`src/sv/iocb_pkg.sv`:
```
// Package: shared types, codes and constants of the orienting color frame buffer.
package iocb_pkg;

   localparam int MAX_DIM_DEF = 256;
   localparam int DIM_W       = 9;
   localparam int COORD_W     = 8;
   localparam int BYTE_W      = 8;
   localparam int PIX_W       = 3 * BYTE_W;
   localparam int SUM_W       = 10;
   // floor(s / 3) == (s * 683) >> 11 for every s up to 765
   localparam int GREY_RECIP  = 683;
   localparam int GREY_SHIFT  = 11;
   localparam int PROD_W      = 20;

   typedef enum logic {
      FUNC_WRITE = 1'b0,
      FUNC_READ  = 1'b1
   } func_type;

   typedef enum logic [1:0] {
      CSR_IMAGE_WIDTH  = 2'd0,
      CSR_IMAGE_HEIGHT = 2'd1,
      CSR_ORIENTATION  = 2'd2,
      CSR_COLOR_OP     = 2'd3
   } csr_index_type;

   typedef enum logic [2:0] {
      ORIENT_IDENTITY = 3'd0,
      ORIENT_FLIP_H   = 3'd1,
      ORIENT_FLIP_V   = 3'd2,
      ORIENT_ROT_L    = 3'd3,
      ORIENT_ROT_R    = 3'd4
   } orient_type;

   typedef enum logic [2:0] {
      COLOR_NONE    = 3'd0,
      COLOR_GREY    = 3'd1,
      COLOR_CLEAR_2 = 3'd2,
      COLOR_CLEAR_1 = 3'd3,
      COLOR_CLEAR_0 = 3'd4
   } color_type;

   typedef struct packed {
      logic                 func;
      logic [COORD_W-1:0]   row;
      logic [COORD_W-1:0]   col;
      logic [BYTE_W-1:0]    byte_zero;
      logic [BYTE_W-1:0]    byte_one;
      logic [BYTE_W-1:0]    byte_two;
   } req_type;

   typedef struct packed {
      logic [BYTE_W-1:0]    out_byte_zero;
      logic [BYTE_W-1:0]    out_byte_one;
      logic [BYTE_W-1:0]    out_byte_two;
      logic                 status;
   } rsp_type;

   typedef struct packed {
      logic [DIM_W-1:0]     image_width;
      logic [DIM_W-1:0]     image_height;
      logic [2:0]           orientation;
      logic [2:0]           color_op;
   } cfg_type;

   typedef struct packed {
      logic                 is_write;
      logic                 in_range;
      logic [DIM_W-1:0]     src_row;
      logic [DIM_W-1:0]     src_col;
   } map_type;

endpackage

```
`src/sv/iocb_addr_map.sv`:
```
// Coordinate mapping: clamps sizes, checks bounds and maps output to source coordinates.
module iocb_addr_map import iocb_pkg::*; #(
   parameter int MAX_DIM = MAX_DIM_DEF
) (
   input  req_type req,
   input  cfg_type cfg,
   output map_type map
);

   function automatic logic [DIM_W-1:0] clamp_dim(input logic [DIM_W-1:0] v);
      logic [DIM_W-1:0] r;
      r = v;
      if (v == '0) begin
         r = DIM_W'(1);
      end else if (int'(v) > MAX_DIM) begin
         r = DIM_W'(MAX_DIM);
      end
      return r;
   endfunction

   logic [DIM_W-1:0] w, h, out_w, out_h, row_x, col_x;
   logic             rotated;

   always_comb begin
      w       = clamp_dim(cfg.image_width);
      h       = clamp_dim(cfg.image_height);
      row_x   = {1'b0, req.row};
      col_x   = {1'b0, req.col};
      rotated = (cfg.orientation == ORIENT_ROT_L) || (cfg.orientation == ORIENT_ROT_R);
      out_h   = rotated ? w : h;
      out_w   = rotated ? h : w;

      map.is_write = (req.func == FUNC_WRITE);
      map.src_row  = row_x;
      map.src_col  = col_x;
      if (map.is_write) begin
         map.in_range = (row_x < h) && (col_x < w);
      end else begin
         map.in_range = (row_x < out_h) && (col_x < out_w);
         case (cfg.orientation)
            ORIENT_FLIP_H: map.src_col = w - DIM_W'(1) - col_x;
            ORIENT_FLIP_V: map.src_row = h - DIM_W'(1) - row_x;
            ORIENT_ROT_L: begin
               map.src_row = h - DIM_W'(1) - col_x;
               map.src_col = row_x;
            end
            ORIENT_ROT_R: begin
               map.src_row = col_x;
               map.src_col = w - DIM_W'(1) - row_x;
            end
            default: ;
         endcase
      end
   end

endmodule

```
`config.mk`:
```
export PLATFORM = sky130hd
export DESIGN_NAME = iocb_addr_map
export DESIGN_NICKNAME = d
export VERILOG_FILES = /design/src/sv/iocb_pkg.sv /design/src/sv/iocb_addr_map.sv
export SDC_FILE = /design/constraint.sdc
export NUM_CORES = 1
export LEC_CHECK = 0
export BUFFER_PORTS_ARGS = -buffer_cell sky130_fd_sc_hd__buf_4
export CAP_MARGIN = 20
export CORE_UTILIZATION = 49
export DETAILED_ROUTE_END_ITERATION = 8
export MAX_ROUTING_LAYER = met4
export PLACE_DENSITY = 0.84
export SETUP_SLACK_MARGIN = 0.4
export SYNTH_ARGS = -nofsm -noshare
export SYNTH_HDL_FRONTEND = slang
export SYNTH_SLANG_ARGS = --single-unit
```
`constraint.sdc`:
```
create_clock -name vclk -period 4.73
set_input_delay 0.946 -clock vclk [all_inputs]
set_output_delay 0.946 -clock vclk [all_outputs]
set_load 0.01 [all_outputs]
```
==> summary.md, run 1 <==
| Metric | Value |
|---|---|
| Status | `finished, final reports clean` |
| Share of layout cells above drive strength 1 | `0.358` |
| Crit. End Element | `primary output` |
| Routability cong. | `1.08` |
| CP Depth | `14` |
| Clock network power share | `0` |
| Switch Pwr | `268 uW` |
| P_leak | `0.00162 uW` |
| Wirelength per Cell | `18.1 um` |
| Post-Route WL | `9.15 mm` |
| FF/Latch Area | `0 um2` |
| DR vias/cell | `6.35` |
| Synth unique cells | `57` |
| Synth area leader | `ha_1` |
| Hold path cells | `4` |
| Ant diodes | `0` |
| GR Util All Layers | `0.333` |
| CP most frequent cell | `a21o_1` |
| Core Region | `4790 um2` |
| Setup-failing EPs final | `0` |
| Hold Crit Class | `in2out` |
| Syn-to-layout area delta | `47.2%` |
| Gate power share | `1.000` |
| Slew @ Worst Pin | `621 ps` |
| Boundary pin count | `85` |
| CP cell instances | `buf_12, nor4_4, a32oi_4, ha_4, a21oi_1, a21o_1, ha_4, a21o_1, a21o_1, a21o_1, a41oi_2, xor2_1, o21ai_1, buf_4` |
| Biggest cell delay along the critical path | `340 ps` |
| Starting density of the core | `0.515` |
| Row count | `25` |
| DP Wirelength | `6.30 mm` |
| Cell with the most instances after synthesis | `ha_1` |
| Ys Warns | `0` |
| Slowest CP cell | `nor4_4` |
| Final nets | `553` |
| Top cell family by delay on the critical path | `compound AO/OA/AOI/OAI gates` |
| Max Clk Rate | `225 MHz` |
| Die height | `72.9 um` |
| Cells after Synth | `355` |
| Hold_ws | `2270 ps` |
| Num sequential | `0` |
| Relative slew margins | `0.583` |
| Final Critical Period | `4450 ps` |
| Critical path launch point type | `primary input` |
| Max VDD drop | `0.114 mV` |
| DIE AREA | `5320 um2` |
| Syn nets | `467` |
| Flop pwr share | `0` |
| Largest net degree at the start of global routing | `16` |
| Worst Path Required | `3780 ps` |
| GRT overflow | `0` |
| Initial antenna violation count | `0` |
| Yosys top cell area share | `0.229` |
| CP Max Fanout | `6` |
| Buffers and inverters on the worst path | `2` |
| Starting DRC count in detailed routing | `382` |
| Final instance count without filler cells | `506` |
| Hold Startpoint | `req[26]` |
| Setup_tns | `0 ps` |
| Most area-consuming cells after synthesis | `ha_1 (23%), a21oi_1 (5.9%), mux2i_1 (5.7%)` |
| DRC errors left | `0` |
| Syn Area/Cell | `6.94 um2` |
| Worst EP arrival | `3500 ps` |
| Post-Place Worst Slack | `29.4 ps` |
| Routed Antenna Nets | `0` |
| Die W | `72.9 um` |
| Via count | `3,211` |
| RSZ-0062 raised after global routing | `true` |
| Internal | `254 uW` |
| Cell Count Post-Placement | `481` |
| Switching Fraction | `0.513` |
| Final hold vios | `0` |
| Port bufs | `58` |
| Max-slew violation count | `0` |
| Crit path kind | `in2out` |
| DRT Pass-1 Iters | `6` |
| Clk_buf instances | `0` |
| Register area share after synthesis | `0` |
| PD cells | `144 nW/um2` |
| Final WS setup | `280 ps` |
| Dpl cell area | `3050 um2` |
| Final Cell Area | `3630 um2` |
| Vias in the first global route | `2,828` |
| Max cap viols | `0` |
| Crit share post-route | `0.941` |
| Cell Area, Synth | `2460 um2` |
| CP Launch Point | `cfg[20]` |
| Commonest cells post-synth | `ha_1 (45), nand2_1 (34), nor2_1 (34)` |
| First-pass GRT wire length | `13.4 mm` |
| Fill count | `342` |
==> cell families (layout without fill, tap and decap cells) <==
kind of cell	after synthesis	after routing	synth area share
buffers and inverters	31	114	0.0548
adders and majority gates	47	47	0.245
xor gates and xnor gates	17	17	0.0604
and+or+nand+nor	120	121	0.239
AOI/OAI and AO/OA	125	125	0.335
muxes	15	15	0.0660
==> area by class of cell <==
class                           count  area [um2]  share of cell area
Tap cell                           67        83.8              0.0231
Timing Repair Buffer               97         771               0.213
Inverter                           17        67.6              0.0186
Multi-Input combinational cell    325        2700               0.746
==> layer usage <==
layer,part of all wire,global-route usage,routed length (um),vias to the layer above
met4,0.046,0.148,425,0
li1,-,-,-,1514
met1,0.41,0.417,3710,1432
met5,0,-,0,-
met3,0.078,0.0152,710,48
met2,0.47,0.555,4300,217
==> metrics by stage <==
step	total power, uW	util
2_1_floorplan	265	-
3_3_place_gp	384	0.638
3_5_place_dp	398	0.638
4_1_cts	443	0.693
5_1_grt	562	0.758
6_report	523	0.758
==> placed cells by master, fill, tap and decap left out, types with 3 or more instances in the layout <==
master   count
nand2_1     34
a31oi_1      9
o31ai_1      4
inv_1       12
ha_4         9
o21ai_2      5
xnor2_1      9
buf_6        8
xor2_1       5
nor3_1       9
nand3_1      4
o21ai_0     16
buf_4       88
or3_1        3
mux2i_1     14
a21oi_2      7
o21ai_1      9
nor2_2       4
a32oi_1      3
a21o_1      11
ha_1        36
nor2b_1      8
o21a_1       6
a21oi_1     22
a22oi_1      8
a221o_1      3
inv_2        3
nor2_1      31
nand4_1      4
==> power by group through the flow <==
stage	logic, uW	clock network, uW	registers, uW
final	523	0	0
after global routing	562	0	0
after CTS	443	0	0
after detailed placement	398	0	0
after global placement	384	0	0
after floorplan	265	0	0
==> what timing repair did <==
item,4_1_cts,5_1_grt
gates cloned,1,0
gates resized for setup,30,47
buffers inserted,13,11
setup endpoints to repair,11,11
pin swaps,28,26
hold buffers,0,0
==> final timing paths <==
path / to / slack (ps)
worst min-delay path: map[2] / 2270
worst max-delay path: map[7] / 280
(Power assumes the default switching activity.)
==> run 2: changes to the inputs <==
--- a/config.mk
+++ b/config.mk
@@ -10,8 +10,9 @@
 export CORE_UTILIZATION = 49
 export DETAILED_ROUTE_END_ITERATION = 8
 export MAX_ROUTING_LAYER = met4
-export PLACE_DENSITY = 0.84
+export PLACE_DENSITY = 0.91
 export SETUP_SLACK_MARGIN = 0.4
+export SLEW_MARGIN = 15
 export SYNTH_ARGS = -nofsm -noshare
 export SYNTH_HDL_FRONTEND = slang
 export SYNTH_SLANG_ARGS = --single-unit
==> run 2 against run 1 <==
Compared with the run above: total power down 1.2%; sequential share of layout area unchanged; clock-buffer cell count unchanged; flip-flop and latch count stayed put; wire length increased by 3.9%.
==> summary.md, run 2 (synthesis results as in run 1) <==
| Metric | Value |
|---|---|
| Syn-to-layout area delta | `46.2%` |
| Boundary pin count | `85` |
| Setup-failing EPs final | `0` |
| RSZ-0062 raised after global routing | `true` |
| Initial antenna violation count | `0` |
| Ant diodes | `0` |
| Routed Antenna Nets | `0` |
| CP Max Fanout | `6` |
| Crit share post-route | `0.947` |
| Worst Path Required | `3780 ps` |
| Worst EP arrival | `3530 ps` |
| DRC errors left | `0` |
| Max Clk Rate | `223 MHz` |
| P_leak | `0.00165 uW` |
| PD cells | `143 nW/um2` |
| Final nets | `560` |
| Post-Route WL | `9.51 mm` |
| FF/Latch Area | `0 um2` |
| Row count | `25` |
| Status | `finished, final reports clean` |
| Num sequential | `0` |
| Largest net degree at the start of global routing | `16` |
| First-pass GRT wire length | `14.0 mm` |
| Setup_tns | `0 ps` |
| CP Launch Point | `cfg[19]` |
| Hold_ws | `2280 ps` |
| Share of layout cells above drive strength 1 | `0.359` |
| Port bufs | `58` |
| Final Critical Period | `4480 ps` |
| DP Wirelength | `6.38 mm` |
| Hold Crit Class | `in2out` |
| Commonest non-fill, non-tap cell in the layout | `buf_4` |
| Starting density of the core | `0.515` |
| Crit path kind | `in2out` |
| Core Region | `4790 um2` |
| GRT overflow | `0` |
| Slew @ Worst Pin | `609 ps` |
| Clk_buf instances | `0` |
| Die W | `72.9 um` |
| Routability cong. | `1.02` |
| Wirelength per Cell | `18.5 um` |
| DIE AREA | `5320 um2` |
| Crit. End Element | `primary output` |
| Critical path launch point type | `primary input` |
| Max cap viols | `0` |
| Crit path to | `map[5]` |
| Starting DRC count in detailed routing | `311` |
| Relative slew margins | `0.592` |
| GR Util All Layers | `0.347` |
| Commonest non-fill, non-tap cells in the layout | `buf_4 (93), ha_1 (39), nand2_1 (34)` |
| DR vias/cell | `6.53` |
| Final hold vios | `0` |
| Max VDD drop | `0.103 mV` |
| Vias in the first global route | `3,044` |
| DRT Pass-1 Iters | `5` |
| Die height | `72.9 um` |
| Via count | `3,349` |
| Max-slew violation count | `0` |
run 2: changes by cell type in the layout (fill, tap and decap cells not counted), sizes merged:
cell,previous run,this run
buf,97,104
run 2: worst min-delay path by stage:
stage | startpoint | end | cells after the start
after floorplan | req[36] | map[13] | 2
after global placement | req[26] | map[2] | 4
after detailed placement | req[26] | map[2] | 4
after CTS | req[26] | map[2] | 4
after global routing | req[26] | map[2] | 4
final | req[26] | map[2] | 4
run 2: cell type report:
| cell class | count | area (um2) |
|---|---|---|
| multi-input cells | 325 | 2620 |
| fillers | 365 | 1180 |
| repair buffers | 104 | 830 |
| well taps | 67 | 83.8 |
| inverters | 17 | 67.6 |
run 2: timing repair:
action	in CTS	in global routing
hold buffers	0	0
endpoints found under the setup margin	11	10
pin swaps	28	24
resized for setup	38	32
buffers inserted	18	14
gates cloned	1	0
run 2: worst max-delay path: stages:
cell and delay (ps):
buf_8 100, nor4_4 320, a32oi_2 190, ha_4 220
xnor2_2 140, ha_1 300, buf_4 170, a21oi_4 160
a21boi_2 100, nor4_1 330, a31oi_1 120, a221oi_2 280
buf_4 170
run 2: routing by layer:
metal,track usage,vias to the layer above,wire length [um]
met5,-,-,0
met4,0.187,0,622
met3,0.0152,70,774
met2,0.580,220,4540
met1,0.422,1531,3570
li1,-,1528,-
run 2: per-stage QoR:
step | power (uW) | cells | worst slack, ps | util | cell area [um2]
after global placement | 382 | 480 | 110 | 0.636 | 3050
final | 516 | 513 | 251 | 0.753 | 3600
after floorplan | 265 | 355 | 359 | - | 2500
after detailed placement | 397 | 480 | 0.257 | 0.636 | 3050
after CTS | 446 | 499 | 275 | 0.701 | 3360
after global routing | 554 | 513 | 191 | 0.753 | 3600
run 2: power by group:
part / internal (uW) / switching (uW) / total [uW]
Sequential: 0 / 0 / 0
Clock: 0 / 0 / 0
Combinational: 250 / 266 / 516
