[config.mk]
export PLATFORM = sky130hd
export DESIGN_NAME = iocb_color
export DESIGN_NICKNAME = d
export VERILOG_FILES = /design/src/sv/iocb_pkg.sv /design/src/sv/iocb_color.sv
export SDC_FILE = /design/constraint.sdc
export NUM_CORES = 1
export LEC_CHECK = 0
export BUFFER_PORTS_ARGS = -buffer_cell sky130_fd_sc_hd__clkbuf_2
export CAP_MARGIN = 40
export CORE_MARGIN = 3
export CORE_UTILIZATION = 61
export DETAILED_ROUTE_END_ITERATION = 6
export PLACE_DENSITY = 0.82
export SKIP_LAST_GASP = 1
export SYNTH_ARGS = -nofsm -noshare
export SYNTH_HDL_FRONTEND = slang
export SYNTH_SLANG_ARGS = --single-unit
[constraint.sdc]
create_clock -name clock -period 10.6 [get_ports clock]
set_clock_uncertainty 0.05 [all_clocks]
set_input_delay 0.53 -clock clock [delete_from_list [all_inputs] [get_ports clock]]
set_output_delay 0.53 -clock clock [all_outputs]
set_load 0.005 [all_outputs]
[src/sv/iocb_pkg.sv]
// Package: shared types, codes and constants of the orienting color frame buffer.
package iocb_pkg;

   localparam int MAX_DIM_DEF = 256;
   localparam int DIM_W       = 9;
   localparam int COORD_W     = 8;
   localparam int BYTE_W      = 8;
   localparam int PIX_W       = 3 * BYTE_W;
   localparam int SUM_W       = 10;
   // floor(s / 3) == (s * 683) >> 11 for every s up to 765
   localparam int GREY_RECIP  = 683;
   localparam int GREY_SHIFT  = 11;
   localparam int PROD_W      = 20;

   typedef enum logic {
      FUNC_WRITE = 1'b0,
      FUNC_READ  = 1'b1
   } func_type;

   typedef enum logic [1:0] {
      CSR_IMAGE_WIDTH  = 2'd0,
      CSR_IMAGE_HEIGHT = 2'd1,
      CSR_ORIENTATION  = 2'd2,
      CSR_COLOR_OP     = 2'd3
   } csr_index_type;

   typedef enum logic [2:0] {
      ORIENT_IDENTITY = 3'd0,
      ORIENT_FLIP_H   = 3'd1,
      ORIENT_FLIP_V   = 3'd2,
      ORIENT_ROT_L    = 3'd3,
      ORIENT_ROT_R    = 3'd4
   } orient_type;

   typedef enum logic [2:0] {
      COLOR_NONE    = 3'd0,
      COLOR_GREY    = 3'd1,
      COLOR_CLEAR_2 = 3'd2,
      COLOR_CLEAR_1 = 3'd3,
      COLOR_CLEAR_0 = 3'd4
   } color_type;

   typedef struct packed {
      logic                 func;
      logic [COORD_W-1:0]   row;
      logic [COORD_W-1:0]   col;
      logic [BYTE_W-1:0]    byte_zero;
      logic [BYTE_W-1:0]    byte_one;
      logic [BYTE_W-1:0]    byte_two;
   } req_type;

   typedef struct packed {
      logic [BYTE_W-1:0]    out_byte_zero;
      logic [BYTE_W-1:0]    out_byte_one;
      logic [BYTE_W-1:0]    out_byte_two;
      logic                 status;
   } rsp_type;

   typedef struct packed {
      logic [DIM_W-1:0]     image_width;
      logic [DIM_W-1:0]     image_height;
      logic [2:0]           orientation;
      logic [2:0]           color_op;
   } cfg_type;

   typedef struct packed {
      logic                 is_write;
      logic                 in_range;
      logic [DIM_W-1:0]     src_row;
      logic [DIM_W-1:0]     src_col;
   } map_type;

endpackage

[src/sv/iocb_color.sv]
// Color stage: grey average or byte clear, error forcing, registered result.
module iocb_color import iocb_pkg::*; (
   input  logic             clock,
   input  logic             reset,
   input  logic             pix_valid,
   input  logic             pix_err,
   input  logic [PIX_W-1:0] pix,
   input  logic [2:0]       color_op,
   output logic             rsp_valid,
   output rsp_type          rsp
);

   logic [BYTE_W-1:0] b0, b1, b2, grey;
   logic [SUM_W-1:0]  sum;
   logic [PROD_W-1:0] prod;
   rsp_type           rsp_in, rsp_ff;
   logic              valid_ff;

   always_comb begin
      b0   = pix[BYTE_W-1:0];
      b1   = pix[2*BYTE_W-1:BYTE_W];
      b2   = pix[3*BYTE_W-1:2*BYTE_W];
      sum  = SUM_W'(b0) + SUM_W'(b1) + SUM_W'(b2);
      prod = PROD_W'(sum) * PROD_W'(GREY_RECIP);
      grey = prod[GREY_SHIFT +: BYTE_W];
      case (color_op)
         COLOR_GREY: begin
            b0 = grey;
            b1 = grey;
            b2 = grey;
         end
         COLOR_CLEAR_2: b2 = '0;
         COLOR_CLEAR_1: b1 = '0;
         COLOR_CLEAR_0: b0 = '0;
         default: ;
      endcase
      if (pix_err) begin
         rsp_in = '{out_byte_zero: '0, out_byte_one: '0, out_byte_two: '0, status: 1'b1};
      end else begin
         rsp_in = '{out_byte_zero: b0, out_byte_one: b1, out_byte_two: b2, status: 1'b0};
      end
   end

   always_ff @(posedge clock) begin
      if (reset) begin
         valid_ff <= 1'b0;
      end else begin
         valid_ff <= pix_valid;
      end
      rsp_ff <= rsp_in;
   end

   assign rsp_valid = valid_ff;
   assign rsp       = rsp_ff;

endmodule

==> run metrics, run 1 <==
fraction of layout cells with a size suffix above 1=between 10% and 20%; Synth Instances=319; total negative slack=0 ns; detailed-router iteration count before antenna repair=4; Avg Vias per Cell=5.627; top cells by instance count after synthesis=64 x ha_1, 53 x inv_1, 28 x fa_1; required arrival time at the worst endpoint=10.71 ns; leading cell type by number of instances after synthesis=ha_1; post-synthesis compound-gate area fraction=approximately 16%; portion of the post-synthesis area used by sequential elements=17.00%; maximum buffer depth of the clock tree=2; grt total ovfl=0; Remaining DRCs=0; path class of the lowest-slack min-delay path=in -> reg; final slew viol count=0; number of synthesized register bits=26; post-CTS setup-driven buffer insertion count=0; number of resized instances in the post-cts repair step=0; Routed WL per cell=around 17 um; DIE HEIGHT=76.85 um; number of inserted diodes=0; placer congestion estimate=0.8948; post-synthesis adder-cell area fraction=between 40% and 50%; Maximum Capacitance Violations=0; clock edge transition at the registers on the reported setup and hold paths=0.09 ns; total standard cell area after synthesis=3062 um2; count of synthesis-stage warnings from yosys=0; core occupancy in the finished layout=73.07%; final period demand of the worst path=6.510 ns; worst-path fanout max=5; via count of the first global-routing pass=2619; core outline area=4786 um2; vias after detailed routing=about 2500; Setup-failing EPs final=0; number of placement rows=25; Total Die Area=5905 um2; post-synthesis async set-or-reset flop share=0%; worst-margin pin slew=0.8592 ns; IO Pins=57; I/O Buffers=between 50 and 60; first-pass GRT wire length=12.51 mm; Initial Utilization=63.97%; Starting DRT DRC Count=118; number of H-tree branching levels=1; post-synthesis cell type with the largest combined area=ha_1; nature of the critical path startpoint=input pin; period utilization=61.42%; GRT Total Usage=26.32%; share of synthesized area spent on multiplexers=less than 1%; status=finished, final reports clean; primary flip-flop cell chosen by synthesis mapping=dfxtp_1; critical path arrival=6.62 ns; area added between synthesis and finish=14.22%; unrepaired setup endpoints after global routing=no; Chip Width=roughly 77 um; remaining number of nets flagged by the antenna check after routing=0; antenna violations before repair=0; area share of the largest cell type after synthesis=a little over a quarter; number of buffers added by the clock tree synthesis step=3; post-detailed-placement half-perimeter wirelength=6.563 mm; CTS tree=done; Worst Setup End Kind=flop; number of synthesized flops with an enable pin=0; hold-fix buffer count after cts=0; pin count of the biggest net entering global routing=16; xor and xnor area share after synthesis=7.029%; largest family of logic cells by synthesized area=adder cells; syn_area_per_cell=approximately 9.6 um2; final routed wirelength across all metal layers=7.401 mm; kind of critical path=in -> reg; clock root cell=clkbuf_8; clock sink total=26; Final Hold Viols=0; leading cell types by total area after synthesis=ha_1 26%, fa_1 18%, dfxtp_1 17%, inv_1 6.5%, xnor2_1 3.1%; number of nets in the final layout=502; max-slew headroom at the worst pin=42.72%; simple-gate area share of the yosys netlist=under 10%; post-synth net total=442; count of different cell masters after synthesis=41; max frequency=153.6 MHz
-- cells in the final DEF, fill, tap and decap left out, types with 2 or more instances in the layout --
cell type  netlist  layout
xnor2_1         11      11
clkbuf_8         0       3
nor2_1           6       6
a211oi_1         2       2
a21boi_0         4       4
dfxtp_1         26      26
xor2_1           8       8
clkbuf_2         0      56
nand4_1          2       2
inv_1           53      53
ha_1            64      64
nand2_1         22      22
o21bai_1         4       4
o21ai_0         16      16
and2_1           3       3
o21a_1           3       3
a21oi_1         14      14
a22o_1           9       9
xnor2_2          3       3
nand2b_1         4       4
o31ai_1          3       3
nand3_1          4       4
nor3_1           3       3
a21o_1           8       8
fa_1            28      28
-- critical path, stage by stage --
cell	delay, ns
clkbuf_2	0.09
inv_1	0.06
fa_1	0.53
inv_1	0.04
ha_1	0.20
inv_1	0.07
fa_1	0.22
nor2b_2	0.07
o31ai_2	0.33
a21boi_0	0.42
inv_1	0.16
xnor2_1	0.20
ha_1	0.31
inv_1	0.05
fa_1	0.53
inv_1	0.06
fa_1	0.50
inv_1	0.06
fa_1	0.50
inv_1	0.04
ha_1	0.32
and3_1	0.22
a31oi_1	0.42
o21ai_0	0.21
xor2_1	0.21
a22o_1	0.26
-- flip-flops by register name (all words and copies together) (netlist names) --
signal	cells
rsp_valid	1
rsp	25
-- cells by family (layout without fill, tap and decap cells) --
| kind of cell | count (synthesis) | count (layout) |
|---|---|---|
| AOI/OAI and AO/OA | 72 | 72 |
| xor gates and xnor gates | 22 | 22 |
| adders and majority gates | 92 | 92 |
| buffers and inverters | 55 | 114 |
| DFF | 26 | 26 |
| muxes | 1 | 1 |
| and+or+nand+nor | 51 | 51 |
-- path summary, 6_finish.rpt --
path	slack, ns	cells after the start	endpoint	from
max	4.09	26	rsp[17]$_SDFF_PP0_	pix[1]
min	0.36	2	rsp_valid$_SDFF_PP0_	reset
-- final cells by class --
| type | count | area, um2 |
|---|---|---|
| flip-flops and latches | 26 | 520.5 |
| inverters | 53 | 198.9 |
| clock inverters | 1 | 30.03 |
| multi-input cells | 238 | 2335 |
| well taps | 67 | 83.83 |
| fillers | 364 | 1289 |
| clock buffers | 3 | 41.29 |
| repair buffers | 57 | 287.8 |
-- routing by layer --
layer | track usage (%) | wire [um]
met4 | 6.159 | 113
met1 | 33.73 | 3134
met3 | 3.404 | 387
met2 | 46.86 | 3765
met5 | 0 | 0
-- metrics by stage --
stage	hold WS (ns)	cells	setup WS, ns	area (um2)
floorplan	0.5077	319	4.678	3062
global placement	0.6351	441	3.998	3426
detailed placement	0.6477	441	3.856	3426
CTS	0.3633	445	4.136	3497
global route	0.3536	445	3.801	3497
finish	0.3576	445	4.090	3497
Power of run 1 is left out: the tool's default activity adds up to more than one toggle a clock period on the data nets, which glitch-free logic cannot reach.
==> run 2: changes to the inputs <==
- CORE_UTILIZATION: 61 -> 52
- PLACE_DENSITY: 0.82 -> 0.74
- clock period: 10.6 -> 5.74 ns (I/O delays scaled with it)
==> run 2 against run 1 <==
Against the previous run: first-iteration DRC count decreased by 26%; sequential share of layout area fell by 2.6 points; wire length is 9.4% higher; worst hold slack worse by 0.25 ns; highest routed layer unchanged; die area up 16%; via count increased by 9.5%; critical endpoint is now rsp[3]$_SDFF_PP0_; setup slack worse by 3.9 ns; final area is 21% higher; critical path depth is 4 higher; non-clock buffer count rose by 52; cell count is 13% higher; flip-flop and latch count is the same.
==> run metrics, run 2 (synthesis gave the netlist of run 1 again) <==
status=finished, final reports clean; number of placement rows=27; grt total ovfl=0; required arrival time at the worst endpoint=5.91 ns; area added between synthesis and finish=37.88%; Routed WL per cell=16.13 um; hold-fix buffer count after cts=0; IO Pins=57; period utilization=97.47%; unrepaired setup endpoints after global routing=yes; clock edge transition at the registers on the reported setup and hold paths=0.09 ns; antenna violations before repair=0; path class of the lowest-slack min-delay path=in -> reg; max-slew headroom at the worst pin=42.34%; final slew viol count=0; number of flip-flops in the largest register=25; Initial Utilization=between 50% and 60%; critical path arrival=between 5 and 6 ns; nature of the critical path startpoint=input pin; GRT Total Usage=23.54%; Final Hold Viols=0; first-pass GRT wire length=12.45 mm; CP max-delay cell=fa_1; number of inserted diodes=0; commonest cells after routing, fill and taps aside=54 x ha_1, 54 x clkbuf_2, 51 x buf_4; CTS tree=done; worst-path fanout max=4; CP peak stage delay=0.54 ns; vias after detailed routing=2741; Avg Vias per Cell=5.460; Worst Setup End Kind=flop; Chip Width=82.73 um; pin count of the biggest net entering global routing=16; clock sink total=26; Total Die Area=6844 um2; worst-margin pin slew=0.8650 ns; final period demand of the worst path=5.595 ns; Maximum Capacitance Violations=0; maximum buffer depth of the clock tree=2; remaining number of nets flagged by the antenna check after routing=0; number of fillers in the final layout=378; final routed wirelength across all metal layers=8.099 mm; via count of the first global-routing pass=around 2700; clock root cell=clkbuf_8; I/O Buffers=56; fraction of layout cells with a size suffix above 1=39.07%; core outline area=5608 um2; core occupancy in the finished layout=around three quarters; max frequency=178.7 MHz; Starting DRT DRC Count=87; kind of critical path=in -> reg; Setup-failing EPs final=0; Remaining DRCs=0; DIE HEIGHT=roughly 83 um; detailed-router iteration count before antenna repair=4; number of H-tree branching levels=1; post-detailed-placement half-perimeter wirelength=6.389 mm; number of nets in the final layout=554; number of buffers added by the clock tree synthesis step=3; placer congestion estimate=roughly 0.85
[run 2: cell types whose count changed in the layout (fill, tap and decap cells not counted), moves of 3 or more]
cell and delta:
ha_1 -10, buf_6 +3, a21oi_1 -7, inv_2 +8, o21ai_0 -8, buf_4 +50, xnor2_1 -3, ha_4 +9
xor2_2 +3, xor2_1 -3, o21ai_1 +6, inv_1 -10, a21oi_2 +6
[run 2: final cells by class]
class                           instances  area (um2)  area share (%)
Clock inverter                          1       30.03          0.7113
Tap cell                               72       90.09           2.134
Clock buffer                            3       41.29          0.9781
Multi-Input combinational cell        238        2634           62.39
Timing Repair Buffer                  109       701.9           16.63
Inverter                               53       203.9           4.831
Sequential cell                        26       520.5           12.33
[run 2: metrics by stage]
stage	cells	hold WS (ns)	setup TNS, ns	area (um2)	worst slack (ns)
after global placement	496	0.3990	-6.827	3807	-0.3531
after global routing	502	0.1201	-0.2954	4222	-0.06613
after detailed placement	496	0.4052	-8.626	3807	-0.4381
final	502	0.1092	0	4222	0.1455
after CTS	501	0.1148	0	4020	0.01072
after floorplan	319	0.2647	0	3062	0.06092
[run 2: path summary, 6_finish.rpt]
kind / start / endpoint / slack (ns) / cells after the start
hold / removal: reset / rsp_valid$_SDFF_PP0_ / 0.11 / 2
setup / recovery: pix[1] / rsp[3]$_SDFF_PP0_ / 0.15 / 30
[run 2: metal layers]
layer | global-route usage, % | part of all wire [%]
met5 | 0 | 0
met4 | 7.516 | 1.3
met3 | 1.085 | 4.6
met2 | 43.67 | 52
met1 | 29.05 | 42
[run 2: timing repair]
item	in CTS	in global routing
gates resized for setup	23	48
buffers inserted	1	1
pin swaps	13	29
endpoints found under the setup margin	24	24
cloned	0	0
[run 2: worst max-delay path: cells and delay by family]
kind                       cells  cell delay [ns]
adders and majority gates      8             3.04
AOI/OAI and AO/OA              7             1.12
buffers and inverters         10             0.69
xor gates and xnor gates       3             0.46
and+or+nand+nor                2             0.15
Power of run 2 is left out for the same reason.
